### src/rtl/core/fppt_pkg.sv
// Shared types and codes of the fixed-priority periodic task picker.
package fppt_pkg;

    localparam int IDENT_W = 16;
    localparam int PRI_W   = 8;
    localparam int PER_W   = 16;
    localparam int REL_W   = 32;
    localparam int TICK_W  = 32;
    localparam int DATA_W  = 32;
    localparam int ADDR_W  = 3;

    // Register indexes (byte address is 4 * index)
    localparam logic REG_TICK_LIMIT = 1'b0;

    localparam logic [DATA_W-1:0] TICK_LIMIT_RESET = 32'hFFFF_FFFF;

    // Item function codes
    localparam logic FUNC_LOAD = 1'b0;
    localparam logic FUNC_TICK = 1'b1;

    typedef enum logic [2:0] {
        ST_LOADED = 3'd0,
        ST_FULL   = 3'd1,
        ST_RAN    = 3'd2,
        ST_IDLE   = 3'd3,
        ST_PAST   = 3'd4
    } status_t;

    typedef struct packed {
        logic               func;
        logic [IDENT_W-1:0] task_ident;
        logic [PRI_W-1:0]   task_priority;
        logic [PER_W-1:0]   task_period;
        logic [REL_W-1:0]   first_release;
    } req_t;

    typedef struct packed {
        status_t            status;
        logic [IDENT_W-1:0] ran_ident;
        logic [TICK_W-1:0]  tick_time;
    } rsp_t;

endpackage

### src/rtl/core/fppt_regs.sv
// Configuration register block: tick_limit behind an APB-style port.
module fppt_regs (
    input  logic                           clk,
    input  logic                           rst_n,
    input  logic                           psel,
    input  logic                           penable,
    input  logic                           pwrite,
    input  logic [fppt_pkg::ADDR_W-1:0]    paddr,
    input  logic [fppt_pkg::DATA_W-1:0]    pwdata,
    output logic [fppt_pkg::DATA_W-1:0]    prdata,
    output logic                           pready,
    output logic [fppt_pkg::DATA_W-1:0]    tick_limit
);

    import fppt_pkg::*;

    logic [DATA_W-1:0] limit_reg;
    logic [DATA_W-1:0] limit_next;
    logic              hit;

    assign pready = 1'b1;
    assign hit    = (paddr[2] == REG_TICK_LIMIT);

    always_comb
    begin
        limit_next = limit_reg;
        if (psel && penable && pwrite && pready && hit)
        begin
            limit_next = pwdata;
        end
    end

    always_ff @(posedge clk or negedge rst_n)
    begin
        if (!rst_n)
        begin
            limit_reg <= TICK_LIMIT_RESET;
        end
        else
        begin
            limit_reg <= limit_next;
        end
    end

    assign prdata     = hit ? limit_reg : '0;
    assign tick_limit = limit_reg;

endmodule

### config.mk
export PLATFORM = sky130hd
export DESIGN_NAME = fppt_regs
export DESIGN_NICKNAME = d
export VERILOG_FILES = /design/src/rtl/core/fppt_pkg.sv /design/src/rtl/core/fppt_regs.sv
export SDC_FILE = /design/constraint.sdc
export NUM_CORES = 1
export LEC_CHECK = 0
export ABC_AREA = 1
export BUFFER_PORTS_ARGS = -buffer_cell sky130_fd_sc_hd__buf_4
export CAP_MARGIN = 20
export CORE_MARGIN = 2
export CORE_UTILIZATION = 42
export CTS_CLUSTER_DIAMETER = 80
export DETAILED_ROUTE_END_ITERATION = 7
export PLACE_DENSITY = 0.85
export SYNTH_ARGS = -nofsm -noshare
export SYNTH_HDL_FRONTEND = slang
export SYNTH_SLANG_ARGS = --single-unit
export TNS_END_PERCENT = 100
### constraint.sdc
create_clock -name clk -period 0.9 [get_ports clk]
set_input_delay 0.045 -clock clk [delete_from_list [all_inputs] [get_ports clk]]
set_output_delay 0.045 -clock clk [all_outputs]
set_load 0.05 [all_outputs]
==> run_results.csv, run 1 <==
group,metric,value,unit
status,status,"stopped before the end",
status,lastStage,"global routing",
status,error_line,"[ERROR DPL-0038] Utilization greater than 100%, impossible to legalize",
clocking,cts_inserted_buffers,5,
synthesis,syn_area,1630,sq um
synthesis,postSynthCellCount,212,
synthesis,ys_ff_latch,32,
floorplanning,ios,105,
clocking,cts_max_path_buffers,2,
synthesis,yosys.area.top_type,"dfstp_2",
synthesis,avgSynthCellArea,7.67,sq um
floorplanning,fp.dieW,66.2,microns
place,dp_hpwl,3320,microns
place,dpl_cell_area,2700,sq um
grt,grt_max_degree,33,
synthesis,yosysTopAreaCellShare,0.517,
synthesis,synth_area_leaders,"dfstp_2, nand2_1, nand3_1",
place,placement.io_buffers,101,
clocking,cts-root-buf,"clkbuf_8",
floorplanning,die_height,66.2,microns
sta,worst_endpoint,"prdata[25]",
synthesis,ys_types,12,
floorplanning,initial_utilization,0.441,
place,routabilityCongestion,0.811,
floorplanning,rows,22,
synthesis,syn_nets,252,
synthesis,yosys_warnings,0,
clocking,h-tree-depth,2,
synthesis,seq_area_frac_synth,0.517,
clocking,cts_sinks,32,
sta,endpoint_type,"output port",
cells in the mapped netlist (all sizes together):
| master | n |
|---|---|
| nor2 | 33 |
| nand2 | 66 |
| inv | 34 |
| dfstp | 32 |
| buf | 14 |
| nand3 | 32 |
| conb | 1 |
timing repair:
| item | in CTS |
|---|---|
| hold buffers | 17 |
| hold endpoints to repair | 17 |
| setup buffers | 3 |
| pin swaps | 5 |
| endpoints found under the setup margin | 64 |
| cloned | 0 |
| gates resized for setup | 88 |
logic make-up after synthesis:
family / Yosys count / synth area share
and+or+nand+nor: 131 / 0.342
other: 1 / 0.00231
DFF: 32 / 0.517
buffers and inverters: 48 / 0.139
through the flow:
step,setup WS (ns),utilization,cells,TNS [ns]
CTS,-0.270,0.899,389,-13.24
detailed placement,-0.00544,0.733,361,-0.00745
global placement,0.0138,0.733,361,0
floorplan,-0.194,-,212,-5.58
==> inputs of run 2 (changes only) <==
- CORE_UTILIZATION: 42 -> 30
- CTS_CLUSTER_DIAMETER: 80 -> not set
- PLACE_DENSITY: 0.85 -> not set
- PLACE_DENSITY_LB_ADDON: not set -> 0.15
==> run 2 against run 1 <==
  * Synthesized cell count unchanged
  * The flow now finishes, with violations (negative setup slack)
  * Synthesized area did not move
==> run_results.csv, run 2 <==
group,metric,value,unit
status,status,"finished with violations",
status,violations,"negative setup slack",
worst_setup_path,regToRegSetupSlack,-0.02,ns
min_path,min_from,"paddr[2]",
sta,rsz0062_at_grt,"true",
sta,period_minus_slack,1.20,ns
floorplanning,fp.dieW,77.6,microns
power_and_ir_drop,irDropWorstVdd,0.00106,V
place,routabilityCongestion,0.718,
floorplanning,die_height,77.6,microns
detailed_routing,vias,1898,
synthesis,synth_edf_count,0,
worst_setup_path,worst_path_largest_cell_delay,0.56,ns
sta,final-setup-viol-count,68,
floorplanning,ios,105,
grt,grt_pass1_vias,1883,
clocking,cts-root-buf,"clkbuf_8",
worst_setup_path,reg2reg_from,"tick_limit[8]$_DFFE_PN1P_",
place,dp_hpwl,3300,microns
worst_setup_path,r2r_cells,4,
cells_and_area,antenna_cells,0,
synthesis,avgSynthCellArea,7.67,sq um
worst_setup_path,path_delay_family,"flip-flops",
clocking,cts_inserted_buffers,5,
synthesis,synth-main-ff-cell,"dfstp_2",
synthesis,syn_area,1630,sq um
sta,timing.setup.tns,-14.74,ns
synthesis,postSynthCellCount,212,
synthesis,synthArstFlopShare,1.00,
detailed_routing,wire_per_inst,13.7,microns
place,place_ws,0.00628,ns
cells_and_area,nets,412,
floorplanning,rows,26,
synthesis,yosys_warnings,0,
synthesis,yosysMostFrequentCell,"nand2_1",
grt,grt_max_degree,33,
cells_and_area,synthToLayoutAreaGrowth,132,%
worst_setup_path,crit_fanout,3,
place,placement.io_buffers,101,
cells_and_area,layout-drive-gt1-share,0.646,
synthesis,syn_nets,252,
worst_setup_path,cp_slowest_cell,"dfstp_2",
synthesis,synth_area_leaders,"dfstp_2, nand2_1, nand3_1",
detailed_routing,antenna_left,0,
cells_and_area,final_common_cell,"nand2_1",
grt,grt_pass1_wl,9030,microns
synthesis,seq_area_frac_synth,0.517,
sta,fin_worst_skew,0,ns
clocking,clk_pin_slew,0.07,ns
detailed_routing,drt_iter0_markers,65,
floorplanning,initial_utilization,0.314,
synthesis,ys_ff_latch,32,
synthesis,synth_commonest_cells,"nand2_1, inv_1, dfstp_2, nand3_1, nor2_1",
worst_setup_path,worst-path-stages,3,
min_path,min_path_cells,5,
detailed_routing,post-route-drc-count,0,
grt,antenna_found_initial,0,
power_and_ir_drop,p_total,7840,uW
clocking,cts_sinks,32,
worst_setup_path,cp-end-kind,"output pin",
synthesis,yosysTopAreaCellShare,0.517,
worst_setup_path,critPathKind,"reg2out",
flow_run,cap_violations,0,
sta,hold_viol,0,
worst_setup_path,cp_num_buf_inv,2,
clocking,cts_tree,"built",
worst_setup_path,crit_required,0.85,ns
grt,grt_overflow,0,
sta,worst_slack,-0.296,ns
sta,finalCritPeriodShare,1.33,
clocking,cts_max_path_buffers,2,
worst_setup_path,path_cells,"inv_2, nor2_4, buf_8",
floorplanning,coreArea,5170,sq um
min_path,whs_endpoint,"tick_limit[14]$_DFFE_PN1P_",
synthesis,ys_types,12,
worst_setup_path,r2r-end,"tick_limit[8]$_DFFE_PN1P_",
cells_and_area,utilization,0.730,
detailed_routing,avgViaCountPerCell,4.28,
power_and_ir_drop,power_leakage,0.00181,uW
sta,hold_ws,0.245,ns
clocking,clock_latency,0.28,ns
detailed_routing,drt_first_pass_iters,5,
sta,fmax,836,MHz
grt,track_usage,0.191,
worst_setup_path,crit_arrival,1.15,ns
sta,maxSlewViolCount,0,
clocking,h-tree-depth,2,
min_path,min_path_type,"in2reg",
worst_setup_path,critPathLaunchType,"flop",
floorplanning,die_area,6030,sq um
cells_and_area,final_cell_mix,"nand2_1, buf_4, buf_6",
detailed_routing,wl,6050,microns
synthesis,yosys.area.top_type,"dfstp_2",
cells_and_area,largest_register_ffs,32,
power_and_ir_drop,powerDensity,2080,nW/um^2
-- run 2: timing repair --
action | CTS | global route
pin swaps | 11 | 6
gates resized for setup | 84 | 41
buffers inserted | 2 | 17
endpoints found under the setup margin | 64 | 65
gates cloned | 0 | 0
hold buffers | 33 | 0
endpoints found under the hold margin | 33 | 0
-- run 2: final cells by class --
cell class	count	area, sq um
Sequential cell	32	841
Clock buffer	8	90.1
Inverter	34	128
Timing Repair Buffer	167	1820
Tap cell	70	87.6
Fill cell	372	1400
Multi-Input combinational cell	132	805
-- run 2: per-layer routing --
layer | global-route usage | part of all wire
met3 | 0.0349 | 0.045
met1 | 0.209 | 0.38
met5 | 0 | 0
met4 | 0.0679 | 0.011
met2 | 0.363 | 0.56
-- run 2: where the power goes --
part | switching, uW | internal (uW)
logic | 2580 | 1900
clock network | 514 | 623
registers | 303 | 1920
-- run 2: worst max-delay path by stage --
stage          slack, ns                  startpoint         end
2_1_floorplan      -0.19   tick_limit[0]$_DFFE_PN1P_   prdata[0]
6_report           -0.30  tick_limit[10]$_DFFE_PN1P_  prdata[10]
3_3_place_gp        0.02   tick_limit[0]$_DFFE_PN1P_   prdata[0]
4_1_cts            -0.29  tick_limit[15]$_DFFE_PN1P_  prdata[15]
5_1_grt            -0.33  tick_limit[10]$_DFFE_PN1P_  prdata[10]
3_5_place_dp       0.006  tick_limit[18]$_DFFE_PN1P_  prdata[18]
-- run 2: cell families (layout without fill, tap and decap cells) --
group / after synthesis / in the layout / synth area share
flops: 32 / 32 / 0.517
other cells: 1 / 1 / 0.00231
buf+inv: 48 / 209 / 0.139
simple gates: 131 / 131 / 0.342
-- run 2: stage by stage --
stage	instances	area [sq um]
after floorplan	212	1870
after global placement	383	2740
after detailed placement	383	2740
after CTS	426	3490
after global routing	443	3770
final	443	3770
-- run 2: tightest hold or removal path: cells and delay by family --
family	cells	cell delay (ns)
buffers and inverters	2	0.31
and+or+nand+nor	3	0.17
(Power assumes the default switching activity.)
==> inputs of run 3 (changes only) <==
- clock period: 0.9 -> 1.4 ns (I/O delays scaled with it)
==> run 3 against run 2 <==
  * The run now ends clean
  * Routed wire length shrank 28%
  * Worst setup slack better by 0.48 ns
  * Clock skew did not move
  * Critical path depth unchanged
  * Count of clock-buffer cells in the layout is 1 lower
  * Global-route usage decreased by 3.9 points
  * Flip-flop and latch count did not move
  * Largest power group unchanged
==> run_results.csv, run 3 (same netlist as run 2, synthesis figures left out) <==
group,metric,value,unit
clocking,cts_max_path_buffers,2,
floorplanning,coreArea,5170,sq um
place,place_ws,0.275,ns
worst_setup_path,critPathKind,"reg2out",
floorplanning,fp.dieW,77.6,microns
place,placedCellCount,373,
cells_and_area,nets,352,
cells_and_area,final_area,2600,sq um
worst_setup_path,path_cells,"inv_1, nor2_2, buf_4",
grt,grt_pass1_vias,1511,
grt,track_usage,0.152,
floorplanning,die_area,6030,sq um
floorplanning,ios,105,
power_and_ir_drop,power_leakage,0.00140,uW
worst_setup_path,cp_slowest_cell,"dfstp_2",
cells_and_area,utilization,0.503,
place,dpl_cell_area,2480,sq um
clocking,clock_latency,0.28,ns
sta,fin_worst_skew,0,ns
clocking,clk_pin_slew,0.07,ns
flow_run,cap_violations,0,
worst_setup_path,worst_path_largest_cell_delay,0.55,ns
worst_setup_path,crit_fanout,3,
detailed_routing,avgViaCountPerCell,4.16,
detailed_routing,post-route-drc-count,0,
sta,fmax,823,MHz
worst_setup_path,crit_required,1.33,ns
floorplanning,die_height,77.6,microns
sta,rsz0062_at_grt,"false",
floorplanning,rows,26,
detailed_routing,antenna_left,0,
power_and_ir_drop,powerDensity,1560,nW/um^2
worst_setup_path,cp-end-kind,"output pin",
clocking,cts-root-buf,"clkbuf_8",
status,status,"finished, final reports clean",
place,placement.io_buffers,101,
sta,maxSlewViolCount,0,
place,dp_hpwl,3090,microns
sta,timing.setup.tns,0,ns
sta,worst_slack,0.185,ns
detailed_routing,wl,4360,microns
detailed_routing,drt_iter0_markers,48,
sta,finalCritPeriodShare,0.868,
clocking,cts-resized-gates,0,
worst_setup_path,crit_arrival,1.14,ns
clocking,cts_tree,"built",
cells_and_area,fillers,526,
sta,period_minus_slack,1.21,ns
grt,antenna_found_initial,0,
place,routabilityCongestion,0.693,
clocking,cts_inserted_buffers,5,
worst_setup_path,critPathLaunchType,"flop",
grt,grt_max_degree,33,
cells_and_area,final_cell_mix,"buf_4, nand2_1, inv_1",
power_and_ir_drop,irDropWorstVdd,0.000651,V
cells_and_area,instances_no_fill,382,
floorplanning,initial_utilization,0.314,
sta,hold_viol,0,
cells_and_area,layout-drive-gt1-share,0.574,
grt,grt_overflow,0,
detailed_routing,drt_first_pass_iters,4,
cells_and_area,final_common_cell,"buf_4",
grt,grt_pass1_wl,7340,microns
detailed_routing,vias,1591,
clocking,h-tree-depth,2,
detailed_routing,wire_per_inst,11.4,microns
clocking,cts_sinks,32,
min_path,min_path_type,"in2reg",
cells_and_area,synthToLayoutAreaGrowth,59.8,%
cells_and_area,largest_register_ffs,32,
sta,final-setup-viol-count,0,
cells_and_area,antenna_cells,0,
## run 3: what timing repair did
action,CTS,global route
hold buffers,2,0
setup buffers,0,0
hold endpoints to repair,2,0
## run 3: worst paths after layout
path / end / slack (ns) / from / depth (start not counted)
worst min register to register: tick_limit[10]$_DFFE_PN1P_ / 0.47 / tick_limit[10]$_DFFE_PN1P_ / 2
worst max register to register: tick_limit[1]$_DFFE_PN1P_ / 0.67 / tick_limit[1]$_DFFE_PN1P_ / 2
max in group asynchronous: tick_limit[16]$_DFFE_PN1P_ / 1.34 / rst_n / 1
min in group asynchronous: tick_limit[5]$_DFFE_PN1P_ / 0.02 / rst_n / 1
worst min-delay path: tick_limit[0]$_DFFE_PN1P_ / 0.009 / pwdata[0] / 3
worst max-delay path: prdata[11] / 0.19 / tick_limit[11]$_DFFE_PN1P_ / 3
## run 3: final cells by class
class,count,area [sq um],area share
inverter,34,128,0.0491
multi-input combinational,132,639,0.246
clock buffer,7,96.3,0.0371
tap,70,87.6,0.0337
timing repair buffer,107,808,0.311
sequential,32,841,0.323
## run 3: stage by stage
step | power (uW) | hold WS (ns)
floorplan | 2750 | -0.0778
global placement | 3310 | 0.299
detailed placement | 3330 | 0.302
CTS | 4120 | 0.000123
global route | 4280 | 0.00474
finish | 4060 | 0.00865
## run 3: layer usage
metal  up-vias  GRT usage  routed length [microns]
met5         -          0                        0
met4         0     0.0589                       59
met3         4     0.0326                      283
met2        53      0.253                     2160
met1       711      0.192                     1860
li1        823          -                        -
## run 3: worst max-delay path: cells and delay by family (launching register included)
kind | cells | cell delay [ns]
buf+inv | 2 | 0.25
flops | 1 | 0.55
simple gates | 1 | 0.07
## run 3: where the power goes
| group | switching (uW) | total (uW) | internal [uW] |
|---|---|---|---|
| sequential | 136 | 1370 | 1230 |
| combinational | 1380 | 1940 | 556 |
| clock | 322 | 759 | 437 |
==> inputs of run 4 (changes only) <==
--- a/constraint.sdc
+++ b/constraint.sdc
@@ -3,2 +3,2 @@
 set_output_delay 0.07 -clock clk [all_outputs]
-set_load 0.05 [all_outputs]
+set_load 0.1 [all_outputs]
==> run 4 against run 3 <==
  * The flow now finishes with violations (negative hold slack)
  * Global-route usage rose by 0.72 points
  * Cell area rose by 15%
  * Cell count did not move
  * Clock skew did not move
  * Power rose by 35%
  * Via count rose by 3.8%
  * Register-to-register slack got worse by 0.08 ns
  * Die area did not move
  * Sequential power rose by 10%
  * Critical path type unchanged
  * Critical endpoint is now prdata[15]
==> run_results.csv, run 4 (same netlist as run 2, synthesis figures left out) <==
group,metric,value,unit
status,status,"finished with violations",
status,violations,"negative hold slack",
worst_setup_path,cp-end-kind,"output pin",
grt,antenna_found_initial,0,
detailed_routing,wl,4540,microns
sta,hold_viol,2,
sta,maxSlewViolCount,0,
power_and_ir_drop,powerDensity,1840,nW/um^2
cells_and_area,layout-drive-gt1-share,0.679,
grt,grt_overflow,0,
sta,timing.setup.tns,0,ns
clocking,clk_pin_slew,0.06,ns
worst_setup_path,crit_required,1.33,ns
detailed_routing,vias,1651,
worst_setup_path,regToRegSetupSlack,0.59,ns
power_and_ir_drop,power_leakage,0.00145,uW
floorplanning,rows,26,
clocking,cts_max_path_buffers,2,
detailed_routing,drt_first_pass_iters,4,
cells_and_area,nets,352,
cells_and_area,multi_input_area,800,sq um
grt,track_usage,0.159,
sta,period_minus_slack,1.37,ns
clocking,h-tree-depth,2,
floorplanning,die_area,6030,sq um
place,placement.io_buffers,101,
detailed_routing,antenna_left,0,
floorplanning,fp.dieW,77.6,microns
cells_and_area,synthToLayoutAreaGrowth,83.3,%
clocking,cts_inserted_buffers,5,
sta,final-setup-viol-count,0,
place,dp_hpwl,3330,microns
clocking,clock_latency,0.28,ns
detailed_routing,post-route-drc-count,0,
cells_and_area,final_common_cell,"buf_4",
floorplanning,ios,105,
flow_run,cap_violations,0,
cells_and_area,final_cell_mix,"buf_4, nand2_1",
worst_setup_path,r2r-end,"tick_limit[24]$_DFFE_PN1P_",
clocking,cts_tree,"built",
cells_and_area,fillers,493,
place,routabilityCongestion,0.748,
floorplanning,die_height,77.6,microns
sta,hold_ws,-0.00213,ns
worst_setup_path,critPathKind,"reg2out",
cells_and_area,antenna_cells,0,
floorplanning,coreArea,5170,sq um
cells_and_area,largest_register_ffs,32,
worst_setup_path,r2r_cells,2,
worst_setup_path,crit_arrival,1.30,ns
grt,grt_pass1_vias,1589,
grt,grt_max_degree,33,
cells_and_area,seqCellArea,961,sq um
clocking,cts-root-buf,"clkbuf_8",
detailed_routing,drt_iter0_markers,51,
floorplanning,initial_utilization,0.314,
sta,fmax,732,MHz
detailed_routing,wire_per_inst,11.9,microns
grt,grt_pass1_wl,7520,microns
worst_setup_path,reg2reg_from,"tick_limit[24]$_DFFE_PN1P_",
clocking,cts_sinks,32,
sta,rsz0062_at_grt,"false",
worst_setup_path,critPathLaunch,"tick_limit[15]$_DFFE_PN1P_",
power_and_ir_drop,irDropWorstVdd,0.000950,V
sta,fin_worst_skew,0,ns
worst_setup_path,critPathLaunchType,"flop",
min_path,min_path_type,"in2async",
worst_setup_path,crit_fanout,3,
detailed_routing,avgViaCountPerCell,4.32,
sta,finalCritPeriodShare,0.976,
==> run 4: cell types whose count changed in the layout (fill, tap and decap cells not counted), moves of 24 or more <==
cell and delta:
buf_4 -24, inv_2 +31, inv_1 -31, buf_6 +25, dfstp_4 +32, nor2_4 +32
dfstp_2 -32, nor2_2 -32
==> run 4: worst max path at each step <==
stage	endpoint	depth (start not counted)
2_1_floorplan	prdata[0]	2
3_3_place_gp	prdata[0]	3
3_5_place_dp	prdata[0]	3
4_1_cts	prdata[9]	3
5_1_grt	prdata[23]	3
6_report	prdata[15]	3
==> run 4: area by class of cell <==
class | count | area share
multi-input combinational | 132 | 0.268
inverter | 34 | 0.0428
tap | 70 | 0.0294
timing repair buffer | 107 | 0.305
sequential | 32 | 0.322
clock buffer | 7 | 0.0323
==> run 4: stage by stage <==
| step | instances | total power [uW] | worst slack (ns) | util | cell area (sq um) |
|---|---|---|---|---|---|
| 6_report | 382 | 5490 | 0.0333 | 0.576 | 2980 |
| 2_1_floorplan | 212 | 4130 | -0.0637 | - | 1990 |
| 3_5_place_dp | 375 | 4700 | 0.283 | 0.540 | 2790 |
| 5_1_grt | 382 | 5710 | 0.000175 | 0.576 | 2980 |
| 4_1_cts | 382 | 5480 | 0.00361 | 0.560 | 2900 |
| 3_3_place_gp | 375 | 4670 | 0.300 | 0.540 | 2790 |
==> run 4: routing by layer <==
layer	track usage	vias up	wire length [microns]
met5	0	-	0
met4	0.0536	0	63
met3	0.0442	7	291
met2	0.285	51	2390
met1	0.181	765	1790
li1	-	828	-
==> run 4: worst max-delay path, cell delays in order, from the launching register on <==
cell and delay (ns):
dfstp_4 0.63, inv_2 0.04, nor2_4 0.06, buf_4 0.29
==> run 4: timing repair <==
action,CTS,global route
hold buffers,0,0
endpoints found under the hold margin,0,0
buffers inserted,0,0
setup endpoints to repair,3,22
resized for setup,3,22
==> run 4: where the power goes <==
part	total (uW)	leakage, uW	switching [uW]	internal [uW]
sequential	1510	0.000356	169	1340
clock	758	0.0000503	321	437
combinational	3220	0.00104	2560	659
